==> src/hdl/wtbg_pkg.sv <==
package wtbg_pkg;

	// Fixed sizes of the tone generator
	localparam int PHASE_BITS  = 32;
	localparam int TABLE_BITS  = 10;
	localparam int INDEX_SHIFT = PHASE_BITS - TABLE_BITS - 2;
	localparam int QUARTER     = 1 << TABLE_BITS;
	localparam int QTAB_SIZE   = QUARTER + 1;
	localparam int QTAB_AW     = TABLE_BITS + 1;
	localparam int AMP_W       = 15;
	localparam int SAMP_W      = 16;
	localparam int DUR_W       = 10;
	localparam int FREQ_W      = 31;
	localparam int CNT_W       = 16;

	// Shared multiplier operand and product widths
	localparam int MUL_A_W = 33;
	localparam int MUL_B_W = 21;
	localparam int MUL_P_W = MUL_A_W + MUL_B_W;

	// Duration to sample count: n = (dur * 441) / 10, division by reciprocal
	localparam int SR_PER_10MS = 441;
	localparam int RECIP_10    = 838861;   // ceil(2^23 / 10)
	localparam int RECIP_SHIFT = 23;

	localparam logic [AMP_W-1:0] AMP_RESET = 15'd3932;
	localparam logic [PHASE_BITS-1:0] QUARTER_CYCLE = 32'h4000_0000;

	// Divider runs over a PHASE_BITS+1 bit dividend (2^PHASE_BITS)
	localparam int DIV_N_W   = PHASE_BITS + 1;
	localparam int DIV_CNT_W = $clog2(DIV_N_W + 1);

	typedef logic [AMP_W-1:0] qtab_t [QTAB_SIZE];

	typedef struct packed {
		logic              kind;
		logic [FREQ_W-1:0] freq_step;
		logic [DUR_W-1:0]  duration_ms;
	} in_item_t;

	typedef struct packed {
		logic signed [SAMP_W-1:0] sample;
		logic                     active;
		logic                     last;
	} out_item_t;

	typedef enum logic [3:0] {
		ST_IDLE,
		ST_N1,
		ST_N2,
		ST_N3,
		ST_DIV,
		ST_T1,
		ST_T2,
		ST_T3,
		ST_T4,
		ST_T5,
		ST_EMIT
	} state_t;

	// Scale down by 2^30, rounding toward zero
	function automatic longint q30_trunc(input longint a);
		return (a < 0) ? -((-a) >>> 30) : (a >>> 30);
	endfunction

	// Long division of a signed value by a small positive constant, toward zero
	function automatic longint small_trunc_div(input longint num, input longint den);
		logic [63:0] mag;
		logic [63:0] d;
		logic [63:0] rem;
		logic [63:0] quo;
		int          b;
		mag = (num < 0) ? 64'(-num) : 64'(num);
		d   = 64'(den);
		rem = '0;
		quo = '0;
		for (b = 63; b >= 0; b--) begin
			rem = {rem[62:0], mag[b]};
			if (rem >= d) begin
				rem    = rem - d;
				quo[b] = 1'b1;
			end
		end
		return (num < 0) ? -longint'(quo) : longint'(quo);
	endfunction

	// Quarter-wave sine table, integer Taylor series with Q30 intermediates
	function automatic qtab_t build_qtab();
		qtab_t  tab;
		longint x;
		longint term;
		longint sum;
		longint v;
		longint q30;
		longint half_pi;
		int     k;
		int     i;
		q30     = longint'(1) << 30;
		half_pi = 64'sd1686629713;
		for (k = 0; k < QTAB_SIZE; k++) begin
			x    = (longint'(k) * half_pi) >>> TABLE_BITS;
			term = x;
			sum  = x;
			for (i = 1; i <= 7; i++) begin
				term = q30_trunc(term * x);
				term = q30_trunc(term * x);
				term = small_trunc_div(-term, longint'((2 * i) * (2 * i + 1)));
				sum  = sum + term;
			end
			if (sum < 0) begin
				sum = 0;
			end
			v = q30_trunc(sum * 32767 + (q30 >>> 1));
			if (v > 32767) begin
				v = 32767;
			end
			tab[k] = v[AMP_W-1:0];
		end
		return tab;
	endfunction

	// Table address for a phase index: mirror in odd quadrants
	function automatic logic [QTAB_AW-1:0] qtab_addr(input logic [TABLE_BITS+1:0] j);
		logic [QTAB_AW-1:0] r;
		r = {1'b0, j[TABLE_BITS-1:0]};
		return j[TABLE_BITS] ? (QTAB_AW'(QUARTER) - r) : r;
	endfunction

endpackage

==> src/hdl/wtbg_mul.sv <==
module wtbg_mul
	import wtbg_pkg::*;
(
	input  logic                      clk,
	input  logic signed [MUL_A_W-1:0] a,
	input  logic signed [MUL_B_W-1:0] b,
	output logic signed [MUL_P_W-1:0] p
);

	logic signed [MUL_P_W-1:0] p_q;

	// One signed product per cycle, registered
	always_ff @(posedge clk) begin
		p_q <= MUL_P_W'(a) * MUL_P_W'(b);
	end

	assign p = p_q;

endmodule

==> config.mk <==
export PLATFORM = sky130hd
export DESIGN_NAME = wtbg_mul
export DESIGN_NICKNAME = d
export VERILOG_FILES = /design/src/hdl/wtbg_pkg.sv /design/src/hdl/wtbg_mul.sv
export SDC_FILE = /design/constraint.sdc
export NUM_CORES = 2
export LEC_CHECK = 0
export ABC_CLOCK_PERIOD_IN_PS = 7700
export BUFFER_PORTS_ARGS = -buffer_cell sky130_fd_sc_hd__buf_2
export CAP_MARGIN = 20
export CORE_UTILIZATION = 50
export CTS_CLUSTER_DIAMETER = 40
export DETAILED_ROUTE_END_ITERATION = 7
export PLACE_DENSITY = 0.69
export SLEW_MARGIN = 10
export SYNTH_ARGS = -nofsm -noshare
export SYNTH_HDL_FRONTEND = slang
export SYNTH_SLANG_ARGS = --single-unit
export TNS_END_PERCENT = 100
==> constraint.sdc <==
create_clock -name clk -period 7.7 [get_ports clk]
set_input_delay 1.54 -clock clk [delete_from_list [all_inputs] [get_ports clk]]
set_output_delay 1.54 -clock clk [all_outputs]
set_load 0.02 [all_outputs]
==> results.rst <==
.. list-table::
   :header-rows: 1

   * - Metric
     - Value
   * - Category of the worst setup path capture point
     - flop
   * - Total die area
     - 0.0518 mm²
   * - Number of global-route vias before repair
     - 22400
   * - Final Wtd Congestion
     - 0.946
   * - Initial detailed-routing violation count
     - approximately 1100
   * - Count of buffers inserted at the top-level ports
     - 108
   * - Final Hold Viols
     - 0
   * - Setup-failing EPs final
     - 4
   * - Final net count
     - ~4100
   * - Overall overflow remaining after global route
     - 0
   * - Maximum cell stage delay along the critical path
     - between 600 and 700 ps
   * - Worst hold path class
     - in2reg
   * - Starting density of the core
     - just over 50%
   * - Largest register FFs
     - 54
   * - Length of the first detailed-routing pass in iterations
     - 5
   * - Clock tree root buffer cell
     - sky130_fd_sc_hd__clkbuf_16
   * - Count of buffering cells on the critical path with inverters included
     - 7
   * - Final Max Tran Viols
     - 0
   * - Crit-path max FO
     - 8
   * - Final critical delay including setup and external delays
     - 7730 ps
   * - Global-route usage over all layers
     - between 20 and 30%
   * - HPWL reported at the end of detailed placement
     - 61.2 mm
   * - CTS Buffer Depth
     - 2
   * - Netlist cell types
     - 46
   * - Routed length per instance
     - 18.9 µm
   * - Count of vias placed by the detailed router
     - 19900
   * - Cell mode on critical path
     - sky130_fd_sc_hd__fa_1
   * - EDFF count, synth
     - 0
   * - Setup WS post-layout
     - -29.7 ps
   * - Count of boundary I/O pins
     - 109
   * - Register cell area after layout
     - between 0.001 and 0.0015 mm²
   * - CTS clock-pin slew for the worst setup and hold paths
     - 90 ps
   * - FF+latch count, synth
     - 54
   * - Area overhead of the layout relative to synthesis
     - 22.4%
   * - Clock Sink Count
     - 54
   * - H-tree depth
     - 2
   * - Clock buffers created by TritonCTS
     - 5
   * - Critical Setup Path Class
     - in2reg
   * - Number of warnings issued by yosys
     - 0
   * - Worst slew margin relative to its limit
     - around 49%
   * - DRC violation count after routing
     - 0
   * - Critical path data required time
     - between 7000 and 8000 ps
   * - Synthesized instance count
     - between 2000 and 3000
   * - Multi-input gate area
     - about 0.022 mm²
   * - Aggregate routed wire length
     - 73.3 mm
   * - Min Hold Slack
     - 1500 ps
   * - Synthesized Nets
     - 3711
   * - Syn avg cell area
     - 8.98 µm²
   * - Sequential fraction of the synthesis area
     - under 10%
   * - Post-synth design cell area
     - 0.0255 mm²
   * - Width of the die
     - 228 µm
   * - Hold Path Stages
     - 2
   * - Run status
     - finished, violations left
   * - Number of rows in the core area
     - between 80 and 90
   * - Crit share post-route
     - 100%
   * - Floorplan core area
     - 0.0502 mm²
   * - Count of fill cells added during filler insertion
     - 4129
   * - Critical path startpoint category
     - primary input
   * - Residual antenna-violating net count after detailed routing
     - 0
   * - Top FF cell, synth
     - sky130_fd_sc_hd__dfxtp_1
   * - Number of antenna violations at the first check in global routing
     - 2
   * - Average via count per standard cell
     - 5.13
   * - Crit-path leading delay family
     - adder cells
   * - Clock tree from TritonCTS
     - done
   * - Violations in the final reports
     - negative setup slack
   * - Vertical die dimension
     - 228 µm
   * - Data arrival time of the critical path
     - 7980 ps
   * - Top achievable clock speed
     - 129 MHz
   * - Most frequent standard cell in the layout excluding fill and tap cells
     - sky130_fd_sc_hd__inv_1
   * - Async S/R FF share, synth
     - 0%
   * - Slew at the pin closest to its max-slew limit
     - 763 ps
   * - Wire length of the first global-routing pass
     - about 120 mm
   * - Unrepaired setup endpoints after global routing
     - true
   * - Number of cells on the critical path
     - 25
   * - Top library cells by usage in the layout, fill and taps aside
     - 790 x sky130_fd_sc_hd__inv_1, 661 x sky130_fd_sc_hd__fa_1, 400 x sky130_fd_sc_hd__nand2_1, 344 x sky130_fd_sc_hd__buf_4, 272 x sky130_fd_sc_hd__and2_1
   * - Number of max-capacitance violations reported
     - 0
   * - Pin count of the biggest net entering global routing
     - 25
   * - Critical-path cell with the highest stage delay
     - sky130_fd_sc_hd__fa_2
   * - Share of cells above drive strength 1
     - 20.4%
## through the flow
stage / setup slack [ps] / util [%] / instance area [µm²] / std cells / setup TNS [ps]
after floorplan: 4.21 / - / 25500 / 2834 / 0
after global placement: -800 / 58.2 / 29200 / 3811 / -17430
after detailed placement: -1030 / 58.2 / 29200 / 3811 / -19430
after CTS: -44.3 / 59.6 / 29900 / 3830 / -85.8
after global routing: -172 / 62.1 / 31200 / 3877 / -1220
final: -29.7 / 62.1 / 31200 / 3877 / -74.0
## logic make-up after synthesis
| family | after synthesis | share of synthesized area, % |
|---|---|---|
| buf+inv | 946 | 14.0 |
| fa+ha+maj | 822 | 60.7 |
| simple gates | 794 | 15.0 |
| compound gates | 160 | 4.11 |
| xor+xnor | 58 | 2.00 |
| flops | 54 | 4.25 |
## metal layers
layer,up-vias,wire (µm),global-route usage (%)
li1,8722,-,-
met1,10300,27100,35.2
met2,669,38100,52.6
met3,225,4000,3.90
met4,2,4100,14.9
met5,-,9,0
## synth_stat cells (all sizes together) (3+ instances only)
library cell    n  area (µm²)
xor2           17         149
buf             5        26.3
a21oi          47         235
nor2           47         176
a211o           4        35.0
clkbuf        137         514
nor3            9        50.1
and3           12        75.1
nand2b          9        56.3
a31oi          12        75.1
inv           804        3020
nand2         405        1520
o211ai          7        52.6
and2          284        1780
a21o           29         218
fa            687       13800
xnor2          41         359
o21bai          7        52.6
o21a            8        60.1
a211oi          6        45.0
nand3          11        55.1
nor2b           5        31.3
o21ai          25         129
dfxtp          54        1080
o31ai           3        22.5
ha            135        1690
nand4           8        50.1
## timing repair
item | CTS | global route
pin swaps | 32 | 102
hold buffers | 0 | 0
resized for setup | 99 | 194
buffers inserted | 9 | 41
gates cloned | 2 | 7
setup endpoints to repair | 26 | 25
## path summary, 6_finish.rpt
kind | from | end | slack [ps]
max | a[12] | p[48] | -30
min | b[0] | p[0] | 1500
## cell type report
class / instances / share of cell area (%)
Clock buffer: 6 / 0.446
Multi-Input combinational cell: 1834 / 69.1
Tap cell: 672 / 2.70
Inverter: 804 / 9.69
Clock inverter: 2 / 0.193
Antenna cell: 1 / 0.00803
Timing Repair Buffer: 504 / 14.4
Sequential cell: 54 / 3.47
Power is left out: the tool's default activity adds up to more than one toggle a clock period on the data nets, which glitch-free logic cannot reach.
