`config.mk`:
```
export PLATFORM = sky130hd
export DESIGN_NAME = wtbg_div
export DESIGN_NICKNAME = d
export VERILOG_FILES = /design/src/hdl/wtbg_pkg.sv /design/src/hdl/wtbg_div.sv
export SDC_FILE = /design/constraint.sdc
export NUM_CORES = 1
export LEC_CHECK = 0
export ABC_CLOCK_PERIOD_IN_PS = 3000
export BUFFER_PORTS_ARGS = -buffer_cell sky130_fd_sc_hd__buf_2
export CORE_UTILIZATION = 43
export CTS_CLUSTER_DIAMETER = 60
export CTS_CLUSTER_SIZE = 40
export DETAILED_ROUTE_END_ITERATION = 6
export SLEW_MARGIN = 20
export SYNTH_ARGS = -nofsm -noshare
export SYNTH_HDL_FRONTEND = slang
export SYNTH_SLANG_ARGS = --single-unit
```
`constraint.sdc`:
```
create_clock -name clk -period 3 [get_ports clk]
set_input_delay 0.75 -clock clk [delete_from_list [all_inputs] [get_ports clk]]
set_output_delay 0.75 -clock clk [all_outputs]
set_load 0.05 [all_outputs]
```
`src/hdl/wtbg_pkg.sv`:
```
package wtbg_pkg;

	// Fixed sizes of the tone generator
	localparam int PHASE_BITS  = 32;
	localparam int TABLE_BITS  = 10;
	localparam int INDEX_SHIFT = PHASE_BITS - TABLE_BITS - 2;
	localparam int QUARTER     = 1 << TABLE_BITS;
	localparam int QTAB_SIZE   = QUARTER + 1;
	localparam int QTAB_AW     = TABLE_BITS + 1;
	localparam int AMP_W       = 15;
	localparam int SAMP_W      = 16;
	localparam int DUR_W       = 10;
	localparam int FREQ_W      = 31;
	localparam int CNT_W       = 16;

	// Shared multiplier operand and product widths
	localparam int MUL_A_W = 33;
	localparam int MUL_B_W = 21;
	localparam int MUL_P_W = MUL_A_W + MUL_B_W;

	// Duration to sample count: n = (dur * 441) / 10, division by reciprocal
	localparam int SR_PER_10MS = 441;
	localparam int RECIP_10    = 838861;   // ceil(2^23 / 10)
	localparam int RECIP_SHIFT = 23;

	localparam logic [AMP_W-1:0] AMP_RESET = 15'd3932;
	localparam logic [PHASE_BITS-1:0] QUARTER_CYCLE = 32'h4000_0000;

	// Divider runs over a PHASE_BITS+1 bit dividend (2^PHASE_BITS)
	localparam int DIV_N_W   = PHASE_BITS + 1;
	localparam int DIV_CNT_W = $clog2(DIV_N_W + 1);

	typedef logic [AMP_W-1:0] qtab_t [QTAB_SIZE];

	typedef struct packed {
		logic              kind;
		logic [FREQ_W-1:0] freq_step;
		logic [DUR_W-1:0]  duration_ms;
	} in_item_t;

	typedef struct packed {
		logic signed [SAMP_W-1:0] sample;
		logic                     active;
		logic                     last;
	} out_item_t;

	typedef enum logic [3:0] {
		ST_IDLE,
		ST_N1,
		ST_N2,
		ST_N3,
		ST_DIV,
		ST_T1,
		ST_T2,
		ST_T3,
		ST_T4,
		ST_T5,
		ST_EMIT
	} state_t;

	// Scale down by 2^30, rounding toward zero
	function automatic longint q30_trunc(input longint a);
		return (a < 0) ? -((-a) >>> 30) : (a >>> 30);
	endfunction

	// Long division of a signed value by a small positive constant, toward zero
	function automatic longint small_trunc_div(input longint num, input longint den);
		logic [63:0] mag;
		logic [63:0] d;
		logic [63:0] rem;
		logic [63:0] quo;
		int          b;
		mag = (num < 0) ? 64'(-num) : 64'(num);
		d   = 64'(den);
		rem = '0;
		quo = '0;
		for (b = 63; b >= 0; b--) begin
			rem = {rem[62:0], mag[b]};
			if (rem >= d) begin
				rem    = rem - d;
				quo[b] = 1'b1;
			end
		end
		return (num < 0) ? -longint'(quo) : longint'(quo);
	endfunction

	// Quarter-wave sine table, integer Taylor series with Q30 intermediates
	function automatic qtab_t build_qtab();
		qtab_t  tab;
		longint x;
		longint term;
		longint sum;
		longint v;
		longint q30;
		longint half_pi;
		int     k;
		int     i;
		q30     = longint'(1) << 30;
		half_pi = 64'sd1686629713;
		for (k = 0; k < QTAB_SIZE; k++) begin
			x    = (longint'(k) * half_pi) >>> TABLE_BITS;
			term = x;
			sum  = x;
			for (i = 1; i <= 7; i++) begin
				term = q30_trunc(term * x);
				term = q30_trunc(term * x);
				term = small_trunc_div(-term, longint'((2 * i) * (2 * i + 1)));
				sum  = sum + term;
			end
			if (sum < 0) begin
				sum = 0;
			end
			v = q30_trunc(sum * 32767 + (q30 >>> 1));
			if (v > 32767) begin
				v = 32767;
			end
			tab[k] = v[AMP_W-1:0];
		end
		return tab;
	endfunction

	// Table address for a phase index: mirror in odd quadrants
	function automatic logic [QTAB_AW-1:0] qtab_addr(input logic [TABLE_BITS+1:0] j);
		logic [QTAB_AW-1:0] r;
		r = {1'b0, j[TABLE_BITS-1:0]};
		return j[TABLE_BITS] ? (QTAB_AW'(QUARTER) - r) : r;
	endfunction

endpackage

```
`src/hdl/wtbg_div.sv`:
```
module wtbg_div
	import wtbg_pkg::*;
(
	input  logic                  clk,
	input  logic                  arst_n,
	input  logic                  start,
	input  logic [CNT_W-1:0]      divisor,
	output logic                  done,
	output logic [PHASE_BITS-1:0] quotient
);

	logic                 running_q;
	logic                 done_q;
	logic [DIV_CNT_W-1:0] cnt_q;
	logic [CNT_W-1:0]     dvs_q;
	logic [CNT_W-1:0]     rem_q;
	logic [DIV_N_W-1:0]   quo_q;
	logic [CNT_W+1:0]     diff;
	logic                 ge;

	// Restoring step: one quotient bit per cycle
	assign diff = {1'b0, rem_q, quo_q[DIV_N_W-1]} - {2'b00, dvs_q};
	assign ge   = ~diff[CNT_W+1];

	// Control
	always_ff @(posedge clk or negedge arst_n) begin
		if (!arst_n) begin
			running_q <= 1'b0;
			done_q    <= 1'b0;
			cnt_q     <= '0;
		end else begin
			done_q <= 1'b0;
			if (start) begin
				running_q <= 1'b1;
				cnt_q     <= DIV_CNT_W'(DIV_N_W);
			end else if (running_q) begin
				cnt_q <= cnt_q - 1'b1;
				if (cnt_q == DIV_CNT_W'(1)) begin
					running_q <= 1'b0;
					done_q    <= 1'b1;
				end
			end
		end
	end

	// Datapath: dividend is 2^PHASE_BITS
	always_ff @(posedge clk) begin
		if (start) begin
			dvs_q <= divisor;
			rem_q <= '0;
			quo_q <= {1'b1, {PHASE_BITS{1'b0}}};
		end else if (running_q) begin
			rem_q <= ge ? diff[CNT_W-1:0] : {rem_q[CNT_W-2:0], quo_q[DIV_N_W-1]};
			quo_q <= {quo_q[DIV_N_W-2:0], ge};
		end
	end

	assign done     = done_q;
	assign quotient = quo_q[PHASE_BITS-1:0];

endmodule

```
==> results_dict.tcl <==
set metrics [dict create \
    dieArea_sq_um 9530 \
    design_area_sq_um 4240 \
    start_util 0.446 \
    worst_pin_slew_ns 0.700 \
    cell_internal_pwr_w 0.00213 \
    synth_top_area_frac 0.250 \
    worst_setup_path_end_kind "flip-flop" \
    comb_power_share 0.388 \
    clkTransAtPathRegs_ns 0.08 \
    wl_microns 7720 \
    setup-tns-final_ns 0 \
    yosysTopAreaCell "dfxtp_1" \
    io_buffers 51 \
    die_h_microns 97.6 \
    netSwitchingPower_w 0.00125 \
    grt_pass1_wl_microns 13100 \
    dieWidth_microns 97.6 \
    final_nets 456 \
    post_cts_buffers 0 \
    violations "DRC" \
    slew_headroom 0.533 \
    max_freq_ghz 0.391 \
    numCtsBuffers 9 \
    tritoncts "done" \
    leakage_nw 2.13 \
    synth-adder-area-share 0.0624 \
    globalRouteOverflowTotal 0 \
    swShare 0.370 \
    finalCriticalPeriod_ns 2.55 \
    synth_compound_area_frac 0.167 \
    viasPerCell 5.33 \
    clock_latency_ns 0.35 \
    gp_congestion 0.821 \
    multi_input_area_sq_um 1850 \
    synthSimpleGateAreaFrac 0.125 \
    cts.sinks 73 \
    avgSynthCellArea_sq_um 9.73 \
    grt_pass1_vias 2676 \
    track_usage 0.173 \
    wire_per_inst_microns 14.5 \
    pwr_density_cell_nw_per_um2 799 \
    hold_viol 0 \
    synth_cell_types 59 \
    synth_edf_count 16 \
    synth_top_family_by_area "compound AO/OA/AOI/OAI gates" \
    final_cells 531 \
    flow.area_growth_from_synthesis_pct 7.73 \
    vias 2828 \
    drive_gt1_frac 0.199 \
    p_clk_frac 0.241 \
    muxShareOfSynthArea 0.0840 \
    final.period_utilization 0.852 \
    reg2reg_from "quo_q[32]" \
    peakVddDrop_uv 312 \
    synthFlopType "dfxtp_1" \
    drt-pass1-iter-count 6 \
    h-tree-depth 3 \
    hold_class "in2async" \
    clockRootBuffer "clkbuf_8" \
    cts_resized 0 \
    critical_path_class "reg2reg" \
    placed_cell_area_sq_um 4020 \
    antenna_found_initial 0 \
    cp.arrival_ns 2.80 \
    diodes 0 \
    yosysWarnings 0 \
    crit_path_cell_trace "inv_1 -> ha_1 -> inv_1 -> fa_1 -> a21o_1 -> a221oi_1 -> o21ai_0 -> xor2_1 -> o21ai_1 -> a311oi_1" \
    seq_area_frac_synth 0.423 \
    fp-row-count 34 \
    postCtsHoldBufs 0 \
    worstPathRequired_ns 3.24 \
    dp_cells 515 \
    critPathLaunchType "flip-flop" \
    clock_path_buffers 2 \
    first_iter_violations 119 \
    ant_nets 0 \
    skew_ns 0.00837 \
    ys_top_cells_by_area "dfxtp_1, edfxtp_1, mux2i_1" \
    critPathMaxStageDelay_ns 0.46 \
    netlist_instances 404 \
    slew_viol_final 0 \
    synth-xor-area-share 0.0334 \
    setup_viol_count_final 0 \
    grt_max_degree 47 \
    seqPwrFrac 0.372 \
    crit_path_max_fanout 3 \
    cap_violations 0 \
    rsz0062_at_grt "false" \
    crit_slowest_cell "a221oi_1" \
    syn_nets 442 \
    num_io_pins 52 \
    drc 1 \
    async_reset_ff_frac 0.110 \
    cp_common_cell "inv_1" \
    syn_area_sq_um 3930 \
    core_area_sq_um 8810 \
    ys_ff_latch 73 \
    cp-startpoint "quo_q[32]" \
    cp_top_family "compound AO/OA/AOI/OAI gates" \
    dp_hpwl_microns 5380 \
    outcome "finished with violations" \
    nFillCells 831 \
    seq_area_sq_um 1660 \
    path_buf_inv 2 \
]
-- layout by cell type, fill, tap and decap left out, types with 2 or more instances in the layout --
cell	instances
nand3_1	14
ha_1	18
dfxtp_1	49
a311oi_2	4
inv_1	21
a311oi_1	6
dfrtp_1	7
buf_4	5
and3_1	7
xor2_1	5
a31oi_1	7
o211ai_1	3
buf_2	51
nand2b_1	3
a21oi_1	10
clkbuf_8	9
nor3b_1	2
a211o_1	3
xnor2_1	10
a211oi_1	4
nor2_1	54
o31ai_1	3
o21ai_0	5
edfxtp_1	16
a21o_1	9
mux2i_1	33
nand2_1	16
and2_1	2
or3_1	2
o311ai_1	2
o211ai_2	2
nor3_1	2
o21ai_1	7
-- cells in the mapped netlist, types with 5 or more instances --
| cell type | count |
|---|---|
| buf_4 | 32 |
| a31oi_1 | 7 |
| inv_1 | 21 |
| buf_2 | 5 |
| nand2_1 | 16 |
| mux2i_1 | 33 |
| nor2_1 | 54 |
| a21oi_1 | 10 |
| nand3_1 | 14 |
| ha_1 | 18 |
| edfxtp_1 | 16 |
| o21ai_1 | 7 |
| o21ai_0 | 5 |
| a21o_1 | 9 |
| and3_1 | 7 |
| a311oi_1 | 6 |
| clkbuf_1 | 13 |
| xnor2_1 | 10 |
| xor2_1 | 5 |
| dfxtp_1 | 49 |
| dfrtp_1 | 8 |
-- final cells by class --
type                       instances  share of cell area
multi-input combinational        257               0.438
sequential                        73               0.393
timing repair buffer              56              0.0691
clock buffer                      11              0.0360
tap                              108              0.0319
inverter                          21              0.0186
clock inverter                     5              0.0139
-- metrics by stage --
stage / util / setup slack [ns] / power (W) / hold WS [ns]
4_1_cts: 0.481 / 0.464 / 0.00341 / 0.219
3_3_place_gp: 0.457 / 0.568 / 0.00257 / 0.481
6_report: 0.481 / 0.445 / 0.00338 / 0.224
2_1_floorplan: - / 0.814 / 0.00232 / 0.454
5_1_grt: 0.481 / 0.271 / 0.00362 / 0.225
3_5_place_dp: 0.457 / 0.538 / 0.00258 / 0.489
-- state kept, by name, summed over array words and instances (netlist names) --
name	flops
cnt_q	6
running_q	1
quo_q	33
rem_q	16
done	1
dvs_q	16
-- final timing paths --
path,slack (ns),endpoint,cells past startpoint
max reg2reg,0.45,rem_q[8],10
min reg2reg,0.50,quo_q[32],2
max,0.45,rem_q[8],10
max in group asynchronous,2.58,running_q,1
min,0.22,done,1
min in group clk,0.50,quo_q[32],2
-- power groups by stage --
stage / combinational, W / sequential (W) / clock, W
floorplan: 0.00108 / 0.00125 / 0
global placement: 0.00129 / 0.00128 / 0
detailed placement: 0.00131 / 0.00128 / 0
CTS: 0.00131 / 0.00126 / 0.000839
global route: 0.00146 / 0.00128 / 0.000888
finish: 0.00131 / 0.00126 / 0.000814
-- per-layer routing --
layer | up-vias | track usage | part of all wire
met5 | - | 0 | 0
li1 | 1437 | - | -
met4 | 0 | 0.0862 | 0.016
met1 | 1312 | 0.231 | 0.48
met3 | 12 | 0.0345 | 0.048
met2 | 67 | 0.265 | 0.45
-- worst register-to-register path: stages (launching register included) --
cell and delay (ns):
dfxtp_1 0.32, inv_1 0.07, ha_1 0.17, inv_1 0.05, fa_1 0.39, a21o_1 0.23, a221oi_1 0.47, o21ai_0 0.19
xor2_1 0.17, o21ai_1 0.09, a311oi_1 0.31
-- cell families after synthesis --
family / count (synthesis)
flops: 73
xor+xnor: 15
mux: 33
fa+ha+maj: 19
buf+inv: 74
simple gates: 108
compound gates: 82
No activity file was read; power rests on OpenSTA's default activity.
